$ cat config.mk
export PLATFORM = sky130hd
export DESIGN_NAME = json_string_unescape_utf8
export DESIGN_NICKNAME = d
export VERILOG_FILES = /design/src/hdl/jsu_pkg.sv /design/src/hdl/jsu_front.sv /design/src/hdl/jsu_queue.sv /design/src/hdl/jsu_back.sv /design/src/hdl/json_string_unescape_utf8.sv
export VERILOG_INCLUDE_DIRS = /design/src /design/src/hdl
export SDC_FILE = /design/constraint.sdc
export NUM_CORES = 1
export LEC_CHECK = 0
export ABC_AREA = 1
export BUFFER_PORTS_ARGS = -buffer_cell sky130_fd_sc_hd__buf_2
export CAP_MARGIN = 20
export CORE_MARGIN = 5
export CORE_UTILIZATION = 60
export CTS_BUF_LIST = sky130_fd_sc_hd__clkbuf_4 sky130_fd_sc_hd__clkbuf_8
export CTS_CLUSTER_SIZE = 10
export DETAILED_ROUTE_END_ITERATION = 6
export PLACE_DENSITY_LB_ADDON = 0.3
export SLEW_MARGIN = 20
export SYNTH_ARGS = -nofsm -noshare
export SYNTH_HDL_FRONTEND = slang
export SYNTH_HIERARCHICAL = 1
export SYNTH_SLANG_ARGS = --single-unit
export TNS_END_PERCENT = 30
$ cat constraint.sdc
create_clock -name clk -period 9.2 [get_ports clk]
set_input_delay 0.92 -clock clk [delete_from_list [all_inputs] [get_ports clk]]
set_output_delay 0.92 -clock clk [all_outputs]
set_load 0.05 [all_outputs]
$ cat src/hdl/json_string_unescape_utf8_macros.svh
// Assertion helpers for the JSON string unescaper.
// Both sample on the rising edge of clk and stay quiet while rst_n is low.
`ifndef JSON_STRING_UNESCAPE_UTF8_MACROS_SVH
`define JSON_STRING_UNESCAPE_UTF8_MACROS_SVH

// The consequent must hold in the same cycle as the antecedent.
`define JSU_ASSERT_NOW(lbl, ante, cons, msg) \
    lbl: assert property (@(posedge clk) disable iff (!rst_n) (ante) |-> (cons)) \
        else $error(msg);

// The consequent must hold in the cycle after the antecedent.
`define JSU_ASSERT_NEXT(lbl, ante, cons, msg) \
    lbl: assert property (@(posedge clk) disable iff (!rst_n) (ante) |=> (cons)) \
        else $error(msg);

`endif

$ cat src/hdl/jsu_pkg.sv
`timescale 1ns / 1ps
`default_nettype none

package jsu_pkg;

    // Most bytes one character can release (high surrogate, '?', one plain byte)
    localparam int EMIT_MAX   = 5;
    localparam int EMIT_CNT_W = $clog2(EMIT_MAX + 1);

    // Job queue between the decoder and the output serializer
    localparam int QDEPTH  = 2;
    localparam int QPTR_W  = (QDEPTH > 1) ? $clog2(QDEPTH) : 1;
    localparam int QCNT_W  = $clog2(QDEPTH + 1);

    localparam logic [15:0] CAP_RESET  = 16'd260;
    localparam logic [2:0]  HEX_DIGITS = 3'd4;

    // Characters with a meaning of their own
    localparam logic [7:0] CH_NUL    = 8'h00;
    localparam logic [7:0] CH_QUOTE  = 8'h22;
    localparam logic [7:0] CH_BSLASH = 8'h5C;
    localparam logic [7:0] CH_QMARK  = 8'h3F;
    localparam logic [7:0] CH_LOW_N  = 8'h6E;
    localparam logic [7:0] CH_LOW_T  = 8'h74;
    localparam logic [7:0] CH_LOW_R  = 8'h72;
    localparam logic [7:0] CH_LOW_B  = 8'h62;
    localparam logic [7:0] CH_LOW_F  = 8'h66;
    localparam logic [7:0] CH_LOW_U  = 8'h75;

    localparam logic [7:0] CTL_LF = 8'h0A;
    localparam logic [7:0] CTL_HT = 8'h09;
    localparam logic [7:0] CTL_CR = 8'h0D;
    localparam logic [7:0] CTL_BS = 8'h08;
    localparam logic [7:0] CTL_FF = 8'h0C;

    // Surrogate ranges
    localparam logic [15:0] HI_SUR_MIN = 16'hD800;
    localparam logic [15:0] HI_SUR_MAX = 16'hDBFF;
    localparam logic [15:0] LO_PFX_MIN = 16'h00DC;
    localparam logic [15:0] LO_PFX_MAX = 16'h00DF;
    localparam logic [15:0] LO_NIBBLE  = 16'h000D;
    localparam logic [20:0] SUPP_BASE  = 21'h10000;

    typedef struct packed {
        logic                             ok;
        logic [3:0]                       val;
    } hex_t;

    typedef struct packed {
        logic [EMIT_MAX-1:0][7:0]         bytes;
        logic [EMIT_CNT_W-1:0]            count;
    } emit_t;

    // One queue entry: the bytes released by one character, then the optional close
    typedef struct packed {
        logic [EMIT_MAX-1:0][7:0]         bytes;
        logic [EMIT_CNT_W-1:0]            count;
        logic                             done;
    } job_t;

    typedef struct packed {
        logic                             valid;
        job_t                             job;
    } q_head_t;

    function automatic hex_t hex_digit(logic [7:0] c);
        hex_t r;
        r = '0;
        if (c inside {[8'h30:8'h39]})
        begin
            r.ok  = 1'b1;
            r.val = c[3:0];
        end
        else if (c inside {[8'h61:8'h66], [8'h41:8'h46]})
        begin
            r.ok  = 1'b1;
            r.val = c[3:0] + 4'd9;
        end
        return r;
    endfunction

    function automatic emit_t emit_byte(emit_t e, logic [7:0] b);
        emit_t r;
        r = e;
        if (r.count < EMIT_CNT_W'(EMIT_MAX))
        begin
            r.bytes[r.count] = b;
            r.count          = r.count + EMIT_CNT_W'(1);
        end
        return r;
    endfunction

    // Append the UTF-8 form of a code point
    function automatic emit_t emit_code(emit_t e, logic [20:0] v);
        emit_t r;
        r = e;
        if (v < 21'h80)
        begin
            r = emit_byte(r, v[7:0]);
        end
        else if (v < 21'h800)
        begin
            r = emit_byte(r, {3'b110, v[10:6]});
            r = emit_byte(r, {2'b10, v[5:0]});
        end
        else if (v < 21'h10000)
        begin
            r = emit_byte(r, {4'b1110, v[15:12]});
            r = emit_byte(r, {2'b10, v[11:6]});
            r = emit_byte(r, {2'b10, v[5:0]});
        end
        else
        begin
            r = emit_byte(r, {5'b11110, v[20:18]});
            r = emit_byte(r, {2'b10, v[17:12]});
            r = emit_byte(r, {2'b10, v[11:6]});
            r = emit_byte(r, {2'b10, v[5:0]});
        end
        return r;
    endfunction

endpackage

`default_nettype wire

$ cat src/hdl/jsu_front.sv
`timescale 1ns / 1ps
`default_nettype none

module jsu_front (
    input  wire logic              clk,
    input  wire logic              rst_n,
    input  wire logic              cfg_wr_en,
    input  wire logic [15:0]       cfg_wr_data,
    input  wire logic [7:0]        char_byte,
    input  wire logic              first_char,
    input  wire logic              end_of_text,
    input  wire logic              take,
    output jsu_pkg::job_t          job,
    output logic                   job_live
);

    typedef enum logic [2:0] {
        M_IDLE,
        M_NORMAL,
        M_ESC,
        M_HEX,
        M_HIGH,
        M_HIGH_BS,
        M_HEX2,
        M_DONE
    } mode_t;

    mode_t       mode_reg, mode_next, cur_mode;
    logic [2:0]  hex_cnt_reg, hex_cnt_next, hc, hc_inc;
    logic [15:0] code_reg, code_next, cv, cv_sh;
    logic [15:0] high_reg, high_next, ph;
    logic [15:0] bw_reg, bw_next, bw;
    logic [15:0] cap_reg;
    logic [15:0] room;
    logic [16:0] bw_plus1;
    logic [20:0] pair_code;
    logic        fin, hv, maybe_low, done, do_plain, do_esc;
    logic [jsu_pkg::EMIT_CNT_W-1:0] keep;
    jsu_pkg::hex_t  hx;
    jsu_pkg::emit_t e;

    // Classify one character and collect the bytes it releases
    always_comb
    begin
        fin      = end_of_text || (char_byte == jsu_pkg::CH_NUL);
        cur_mode = first_char ? M_NORMAL : mode_reg;
        hc       = first_char ? 3'd0  : hex_cnt_reg;
        cv       = first_char ? 16'd0 : code_reg;
        ph       = first_char ? 16'd0 : high_reg;
        bw       = first_char ? 16'd0 : bw_reg;

        hx        = jsu_pkg::hex_digit(char_byte);
        hv        = hx.ok && !fin;
        cv_sh     = {cv[11:0], hx.val};
        hc_inc    = hc + 3'd1;
        pair_code = jsu_pkg::SUPP_BASE + {1'b0, ph[9:0], cv_sh[9:0]};
        if (hc_inc == 3'd1)
            maybe_low = (cv_sh == jsu_pkg::LO_NIBBLE);
        else if (hc_inc == 3'd2)
            maybe_low = (cv_sh >= jsu_pkg::LO_PFX_MIN) && (cv_sh <= jsu_pkg::LO_PFX_MAX);
        else
            maybe_low = 1'b1;

        mode_next    = cur_mode;
        hex_cnt_next = hc;
        code_next    = cv;
        high_next    = ph;
        e            = '0;
        done         = 1'b0;
        do_plain     = 1'b0;
        do_esc       = 1'b0;

        case (cur_mode)
            M_NORMAL:
            begin
                do_plain = 1'b1;
            end
            M_ESC:
            begin
                do_esc = 1'b1;
            end
            M_HEX:
            begin
                if (!hv)
                begin
                    e        = jsu_pkg::emit_byte(e, jsu_pkg::CH_QMARK);
                    do_plain = 1'b1;
                end
                else
                begin
                    code_next    = cv_sh;
                    hex_cnt_next = hc_inc;
                    if (hc_inc >= jsu_pkg::HEX_DIGITS)
                    begin
                        if ((cv_sh >= jsu_pkg::HI_SUR_MIN) && (cv_sh <= jsu_pkg::HI_SUR_MAX))
                        begin
                            high_next = cv_sh;
                            mode_next = M_HIGH;
                        end
                        else
                        begin
                            e         = jsu_pkg::emit_code(e, {5'd0, cv_sh});
                            mode_next = M_NORMAL;
                        end
                    end
                end
            end
            M_HIGH:
            begin
                if (!fin && (char_byte == jsu_pkg::CH_BSLASH))
                    mode_next = M_HIGH_BS;
                else
                begin
                    e        = jsu_pkg::emit_code(e, {5'd0, ph});
                    do_plain = 1'b1;
                end
            end
            M_HIGH_BS:
            begin
                if (!fin && (char_byte == jsu_pkg::CH_LOW_U))
                begin
                    mode_next    = M_HEX2;
                    hex_cnt_next = 3'd0;
                    code_next    = 16'd0;
                end
                else
                begin
                    e      = jsu_pkg::emit_code(e, {5'd0, ph});
                    do_esc = 1'b1;
                end
            end
            M_HEX2:
            begin
                if (!hv)
                begin
                    // broken pair: flush the high half, then the short escape
                    e        = jsu_pkg::emit_code(e, {5'd0, ph});
                    e        = jsu_pkg::emit_byte(e, jsu_pkg::CH_QMARK);
                    do_plain = 1'b1;
                end
                else
                begin
                    code_next    = cv_sh;
                    hex_cnt_next = hc_inc;
                    if (!maybe_low)
                    begin
                        e         = jsu_pkg::emit_code(e, {5'd0, ph});
                        mode_next = M_HEX;
                    end
                    else if (hc_inc >= jsu_pkg::HEX_DIGITS)
                    begin
                        e         = jsu_pkg::emit_code(e, pair_code);
                        mode_next = M_NORMAL;
                    end
                end
            end
            default:
            begin
                mode_next = cur_mode;
            end
        endcase

        // Handle the character as ordinary text
        if (do_plain)
        begin
            mode_next = M_NORMAL;
            if (fin || (char_byte == jsu_pkg::CH_QUOTE))
            begin
                done      = 1'b1;
                mode_next = M_DONE;
            end
            else if (char_byte == jsu_pkg::CH_BSLASH)
                mode_next = M_ESC;
            else
                e = jsu_pkg::emit_byte(e, char_byte);
        end

        // Handle the character after a backslash
        if (do_esc)
        begin
            if (fin)
            begin
                e         = jsu_pkg::emit_byte(e, jsu_pkg::CH_BSLASH);
                done      = 1'b1;
                mode_next = M_DONE;
            end
            else
            begin
                mode_next = M_NORMAL;
                case (char_byte)
                    jsu_pkg::CH_LOW_N: e = jsu_pkg::emit_byte(e, jsu_pkg::CTL_LF);
                    jsu_pkg::CH_LOW_T: e = jsu_pkg::emit_byte(e, jsu_pkg::CTL_HT);
                    jsu_pkg::CH_LOW_R: e = jsu_pkg::emit_byte(e, jsu_pkg::CTL_CR);
                    jsu_pkg::CH_LOW_B: e = jsu_pkg::emit_byte(e, jsu_pkg::CTL_BS);
                    jsu_pkg::CH_LOW_F: e = jsu_pkg::emit_byte(e, jsu_pkg::CTL_FF);
                    jsu_pkg::CH_LOW_U:
                    begin
                        mode_next    = M_HEX;
                        hex_cnt_next = 3'd0;
                        code_next    = 16'd0;
                    end
                    default: e = jsu_pkg::emit_byte(e, char_byte);
                endcase
            end
        end

        // Clip to the room left in the destination
        bw_plus1 = {1'b0, bw} + 17'd1;
        if (bw_plus1 < {1'b0, cap_reg})
            room = cap_reg - bw - 16'd1;
        else
            room = 16'd0;
        if (room < 16'(e.count))
            keep = room[jsu_pkg::EMIT_CNT_W-1:0];
        else
            keep = e.count;
        bw_next = bw + 16'(keep);

        job.bytes = e.bytes;
        job.count = keep;
        job.done  = done;
        job_live  = (keep != '0) || done;
    end

    // Hold decoder state and the capacity register
    always_ff @(posedge clk or negedge rst_n)
    begin
        if (!rst_n)
        begin
            mode_reg    <= M_IDLE;
            hex_cnt_reg <= 3'd0;
            code_reg    <= 16'd0;
            high_reg    <= 16'd0;
            bw_reg      <= 16'd0;
            cap_reg     <= jsu_pkg::CAP_RESET;
        end
        else
        begin
            if (cfg_wr_en)
                cap_reg <= cfg_wr_data;
            if (take)
            begin
                mode_reg    <= mode_next;
                hex_cnt_reg <= hex_cnt_next;
                code_reg    <= code_next;
                high_reg    <= high_next;
                bw_reg      <= bw_next;
            end
        end
    end

endmodule

`default_nettype wire

$ cat src/hdl/jsu_queue.sv
`timescale 1ns / 1ps
`default_nettype none

module jsu_queue (
    input  wire logic              clk,
    input  wire logic              rst_n,
    input  wire logic              push,
    input  wire jsu_pkg::job_t     push_job,
    input  wire logic              pop,
    output logic                   full,
    output jsu_pkg::q_head_t       head
);

    jsu_pkg::job_t                  slot_reg [jsu_pkg::QDEPTH];
    logic [jsu_pkg::QPTR_W-1:0]     wr_ptr_reg, rd_ptr_reg;
    logic [jsu_pkg::QCNT_W-1:0]     cnt_reg;
    logic                           do_push, do_pop;

    assign full       = (cnt_reg == jsu_pkg::QCNT_W'(jsu_pkg::QDEPTH));
    assign do_push    = push && !full;
    assign do_pop     = pop && (cnt_reg != '0);
    assign head.valid = (cnt_reg != '0);
    assign head.job   = slot_reg[rd_ptr_reg];

    // Store entries
    always_ff @(posedge clk)
    begin
        if (do_push)
            slot_reg[wr_ptr_reg] <= push_job;
    end

    // Advance pointers and fill level
    always_ff @(posedge clk or negedge rst_n)
    begin
        if (!rst_n)
        begin
            wr_ptr_reg <= '0;
            rd_ptr_reg <= '0;
            cnt_reg    <= '0;
        end
        else
        begin
            if (do_push)
                wr_ptr_reg <= (wr_ptr_reg == jsu_pkg::QPTR_W'(jsu_pkg::QDEPTH - 1)) ?
                              '0 : wr_ptr_reg + jsu_pkg::QPTR_W'(1);
            if (do_pop)
                rd_ptr_reg <= (rd_ptr_reg == jsu_pkg::QPTR_W'(jsu_pkg::QDEPTH - 1)) ?
                              '0 : rd_ptr_reg + jsu_pkg::QPTR_W'(1);
            if (do_push && !do_pop)
                cnt_reg <= cnt_reg + jsu_pkg::QCNT_W'(1);
            else if (do_pop && !do_push)
                cnt_reg <= cnt_reg - jsu_pkg::QCNT_W'(1);
        end
    end

endmodule

`default_nettype wire

$ cat src/hdl/jsu_back.sv
`timescale 1ns / 1ps
`default_nettype none

module jsu_back (
    input  wire logic              clk,
    input  wire logic              rst_n,
    input  wire jsu_pkg::q_head_t  head,
    output logic                   pop,
    output logic                   out_valid,
    input  wire logic              out_ready,
    output logic [7:0]             out_byte,
    output logic                   byte_valid,
    output logic                   value_done,
    output logic                   last
);

    logic [jsu_pkg::EMIT_CNT_W-1:0] pos_reg, pos_next, total;
    logic                           out_valid_reg, load, is_byte, is_final;
    logic [7:0]                     out_byte_reg;
    logic                           byte_valid_reg, value_done_reg, last_reg;

    // Pick the result at the current position of the head entry
    always_comb
    begin
        total    = head.job.count + jsu_pkg::EMIT_CNT_W'(head.job.done);
        load     = head.valid && (!out_valid_reg || out_ready);
        is_byte  = (pos_reg < head.job.count);
        is_final = ((pos_reg + jsu_pkg::EMIT_CNT_W'(1)) == total);
        pos_next = is_final ? '0 : pos_reg + jsu_pkg::EMIT_CNT_W'(1);
        pop      = load && is_final;
    end

    // Hold the output beat until it is taken
    always_ff @(posedge clk or negedge rst_n)
    begin
        if (!rst_n)
        begin
            out_valid_reg <= 1'b0;
            pos_reg       <= '0;
        end
        else if (load)
        begin
            out_valid_reg <= 1'b1;
            pos_reg       <= pos_next;
        end
        else if (out_ready)
        begin
            out_valid_reg <= 1'b0;
        end
    end

    always_ff @(posedge clk)
    begin
        if (load)
        begin
            out_byte_reg   <= is_byte ? head.job.bytes[pos_reg] : 8'd0;
            byte_valid_reg <= is_byte;
            value_done_reg <= !is_byte;
            last_reg       <= is_final;
        end
    end

    assign out_valid  = out_valid_reg;
    assign out_byte   = out_byte_reg;
    assign byte_valid = byte_valid_reg;
    assign value_done = value_done_reg;
    assign last       = last_reg;

endmodule

`default_nettype wire

$ cat src/hdl/json_string_unescape_utf8.sv
// The results of an item are registered in the job queue and then in the output register.
// Throughput: one item per cycle while each item gives at most one result and out_ready
// stays high; an item with more results holds the single output register until each is
// taken, and a two-entry job queue lets decoding run ahead until it fills.
// Reset: rst_n clears decoder state to idle, empties the queue and output, capacity 260.
`timescale 1ns / 1ps
`default_nettype none
`include "json_string_unescape_utf8_macros.svh"

module json_string_unescape_utf8 (
    input  wire logic              clk,
    input  wire logic              rst_n,
    input  wire logic              cfg_wr_en,
    input  wire logic [15:0]       cfg_wr_data,
    input  wire logic              in_valid,
    output logic                   in_ready,
    input  wire logic [7:0]        char_byte,
    input  wire logic              first_char,
    input  wire logic              end_of_text,
    output logic                   out_valid,
    input  wire logic              out_ready,
    output logic [7:0]             out_byte,
    output logic                   byte_valid,
    output logic                   value_done,
    output logic                   last
);

    jsu_pkg::job_t    job;
    jsu_pkg::q_head_t head;
    logic             job_live, take, q_full, pop;

    assign in_ready = !q_full;
    assign take     = in_valid && in_ready;

    jsu_front u_front (
        .clk         (clk),
        .rst_n       (rst_n),
        .cfg_wr_en   (cfg_wr_en),
        .cfg_wr_data (cfg_wr_data),
        .char_byte   (char_byte),
        .first_char  (first_char),
        .end_of_text (end_of_text),
        .take        (take),
        .job         (job),
        .job_live    (job_live)
    );

    jsu_queue u_queue (
        .clk      (clk),
        .rst_n    (rst_n),
        .push     (take && job_live),
        .push_job (job),
        .pop      (pop),
        .full     (q_full),
        .head     (head)
    );

    jsu_back u_back (
        .clk        (clk),
        .rst_n      (rst_n),
        .head       (head),
        .pop        (pop),
        .out_valid  (out_valid),
        .out_ready  (out_ready),
        .out_byte   (out_byte),
        .byte_valid (byte_valid),
        .value_done (value_done),
        .last       (last)
    );

    // A close beat carries no byte and ends its item
    `JSU_ASSERT_NOW(a_done_closes, out_valid && value_done, last && !byte_valid && (out_byte == 8'd0), "close beat must be last and empty")
    // Every beat is either a byte or the close
    `JSU_ASSERT_NOW(a_beat_kind, out_valid, byte_valid != value_done, "beat must be a byte or the close")
    // A popped entry came from a valid head
    `JSU_ASSERT_NOW(a_pop_has_head, pop, head.valid && (head.job.count != '0 || head.job.done), "pop of empty or blank entry")
    // A full queue blocks input on the next cycle unless the back drains it
    `JSU_ASSERT_NEXT(a_full_blocks, q_full && !pop, !in_ready, "input taken while queue full")

endmodule

`default_nettype wire
==> run metrics <==
Fmax achieved 0.135 GHz; most frequent CP cell nand2_1; Clock Tree Root clkbuf_8; Syn. warnings 6; Non-Filler Instances between 2000 and 2500; Final period util 0.803; area grow syn2layout 6.13%; Worst setup SP type primary input; CTS tree done; DR WL/cell 19.3 um; Core Area ~21000 um2; sequential area share after synthesis 0.375; utilization after layout 0.647; vias per std cell 6.00; Synth Cell Area 12900 um2; via count 12450; GR Overflow Total 0; count of final setup violators 0; DRC violations left 0; max cap viols 0; flip-flop count of the largest register after layout slightly below 90; Layout Nets 1874; fillcell total 1869; Die Ht 156 um; Post-CTS Setup Inserts 0; post_cts resized 0; Yosys reg bits 173; Initial Util 0.610; CP Data Required Time a little under 10 ns; num ports 44; CP Class primary input to flop; clock-pin slew on the worst setup and hold paths roughly 0.12 ns; DR pass1 iterations 6; max-slew violation count 0; diode count 0; Syn Inst Count between 1500 and 2000; Hold Vio Cnt, Final 0; clock latency on the worst-skew pair 0.48 ns; Placed Cells 2042; IO buf count between 40 and 50; status completed; global-route wire length before repair 63500 um; Top FF cell, synth edfxtp_1; die area ~24000 um2; Cell variety after synth 62; Synthesized Nets 1848; Worst R2R Path Depth 37; critical path capture point type flop; slowest stage delay, CP 0.58 ns; FFs w/ async S/R, synth 0.428; largest net degree at the start of global routing 51; average cell area after synthesis between 7 and 8 um2; CTS H-tree lvls 4; CTS Buf Count 17; max_slew headroom 0.422; initial antenna violation count 0; Cell Area, Placed between 10000 and 15000 um2; GRT Overall Usage 0.331; Clock Path Buffers 2; RSZ-0062 raised after global routing false; Die Wd about 160 um; DP Wirelength between 30000 and 40000 um; most frequent cells in the layout 464 x nand2_1, 233 x inv_1, 190 x nor2_1; Worst Tran Pin Value 0.867 ns; Post-DRT Antenna Nets 0; P_leak around 6.4 nW; vias in the first global route 11845; Final min period between 7 and 8 ns; cell at the slowest stage of the critical path nor4_1; Post-synth EDFFs 99; Setup TNS 0 ns; most common cell after layout, fill and taps aside nand2_1; post-route cell area ~14000 um2; placer's final routability congestion estimate 1.03; clock skew 0.0231 ns; hold_buf cts 0; Detailed Route WL around 40000 um; share of cells above drive strength 1 0.105; worst-path fanout max 22; Peak VDD IR 0.000175 V; initial drt markers 1535; Core Rows 53; PD cells 250 nW/um2; worst hold path class primary input to asynchronous set/reset pin; clock sink total 173; critical path arrival 7.79 ns
cell type report:
type | instances | area [um2] | share of cell area
Tap cell | 275 | 344 | 0.0252
Clock buffer | 17 | 234 | 0.0171
Clock inverter | 15 | 209 | 0.0153
Multi-Input combinational cell | 1272 | 6730 | 0.493
Timing Repair Buffer | 51 | 278 | 0.0203
Sequential cell | 173 | 4830 | 0.354
Inverter | 271 | 1030 | 0.0752
path summary, 6_finish.rpt:
check | from | to | slack (ns)
min in group clk | u_front/bw_reg[2] | u_front/bw_reg[2] | 0.50
setup / recovery | char_byte[0] | u_front/bw_reg[14] | 1.81
hold / removal | rst_n | u_front/mode_reg[2] | 0.35
max in group asynchronous | rst_n | u_front/high_reg[12] | 7.85
setup reg to reg | u_front/code_reg[2] | u_front/bw_reg[14] | 2.52
hold reg to reg | u_front/bw_reg[2] | u_front/bw_reg[2] | 0.50
synthesized netlist by cell type (2+ instances only):
cell type / n / share of area
a21boi_0: 2 / 0.0012
a21oi_1: 72 / 0.028
a32oi_1: 2 / 0.0014
nor3_1: 21 / 0.0082
nand3_1: 70 / 0.027
dfrtp_1: 72 / 0.14
a211oi_1: 6 / 0.0035
o21ai_0: 123 / 0.048
nand2_4: 2 / 0.0018
nand4_1: 17 / 0.0083
nor2_4: 10 / 0.0088
edfxtp_1: 99 / 0.23
buf_4: 8 / 0.0047
nor4_1: 2 / 0.00097
o21ai_1: 14 / 0.0054
nand2_2: 23 / 0.011
clkbuf_1: 18 / 0.0053
xor2_1: 29 / 0.020
nor2_1: 191 / 0.056
buf_1: 2 / 0.00058
nand2_1: 464 / 0.14
nand4_2: 3 / 0.0029
o31ai_1: 5 / 0.0029
a221oi_1: 8 / 0.0054
nand3b_1: 2 / 0.0012
fa_1: 2 / 0.0031
dfstp_2: 2 / 0.0041
nor3_2: 2 / 0.0016
a22oi_1: 15 / 0.0088
buf_2: 5 / 0.0019
clkinv_1: 3 / 0.00088
buf_6: 11 / 0.0096
xnor2_1: 7 / 0.0048
inv_1: 233 / 0.068
o221ai_1: 19 / 0.013
a31oi_1: 8 / 0.0039
nor2_2: 15 / 0.0073
o211ai_1: 19 / 0.011
o2111ai_1: 5 / 0.0034
inv_2: 32 / 0.0093
ha_1: 55 / 0.054
nand3_2: 5 / 0.0039
o22ai_1: 38 / 0.018
stage by stage:
stage | setup WS [ns] | hold slack, ns | total power, mW
after floorplan | 1.97 | 0.442 | 2.40
after global placement | 1.87 | 0.458 | 2.77
after detailed placement | 1.47 | 0.465 | 2.81
after global routing | 1.26 | 0.370 | 3.65
final | 1.81 | 0.347 | 3.41
after CTS | 2.01 | 0.345 | 3.40
per-layer routing:
metal | up-vias | GRT usage | part of all wire
met2 | 671 | 0.531 | 0.46
met4 | 0 | 0.126 | 0.039
met1 | 5760 | 0.452 | 0.41
met3 | 119 | 0.0553 | 0.087
li1 | 5900 | - | -
met5 | - | 0 | 0
worst max-delay path: cells and delay by family:
kind	cells	cell delay [ns]
xor gates and xnor gates	1	0.17
AOI/OAI and AO/OA	4	0.67
adders and majority gates	6	1.58
and+or+nand+nor	20	3.42
buffers and inverters	9	1.01
kinds of logic (layout without fill, tap and decap cells):
kind of cell | count (synthesis) | in the layout | synth area share
muxes | 1 | 1 | 0.000875
adders and majority gates | 57 | 57 | 0.0566
buffers and inverters | 315 | 354 | 0.102
and+or+nand+nor | 831 | 831 | 0.278
xor gates and xnor gates | 36 | 36 | 0.0245
AOI/OAI and AO/OA | 347 | 347 | 0.163
DFF | 173 | 173 | 0.375
report_power, final:
group	internal (mW)	switching [mW]
registers	1.09	0.0986
logic	0.444	1.19
clock network	0.239	0.349
total	1.77	1.64
(Power assumes the default switching activity.)
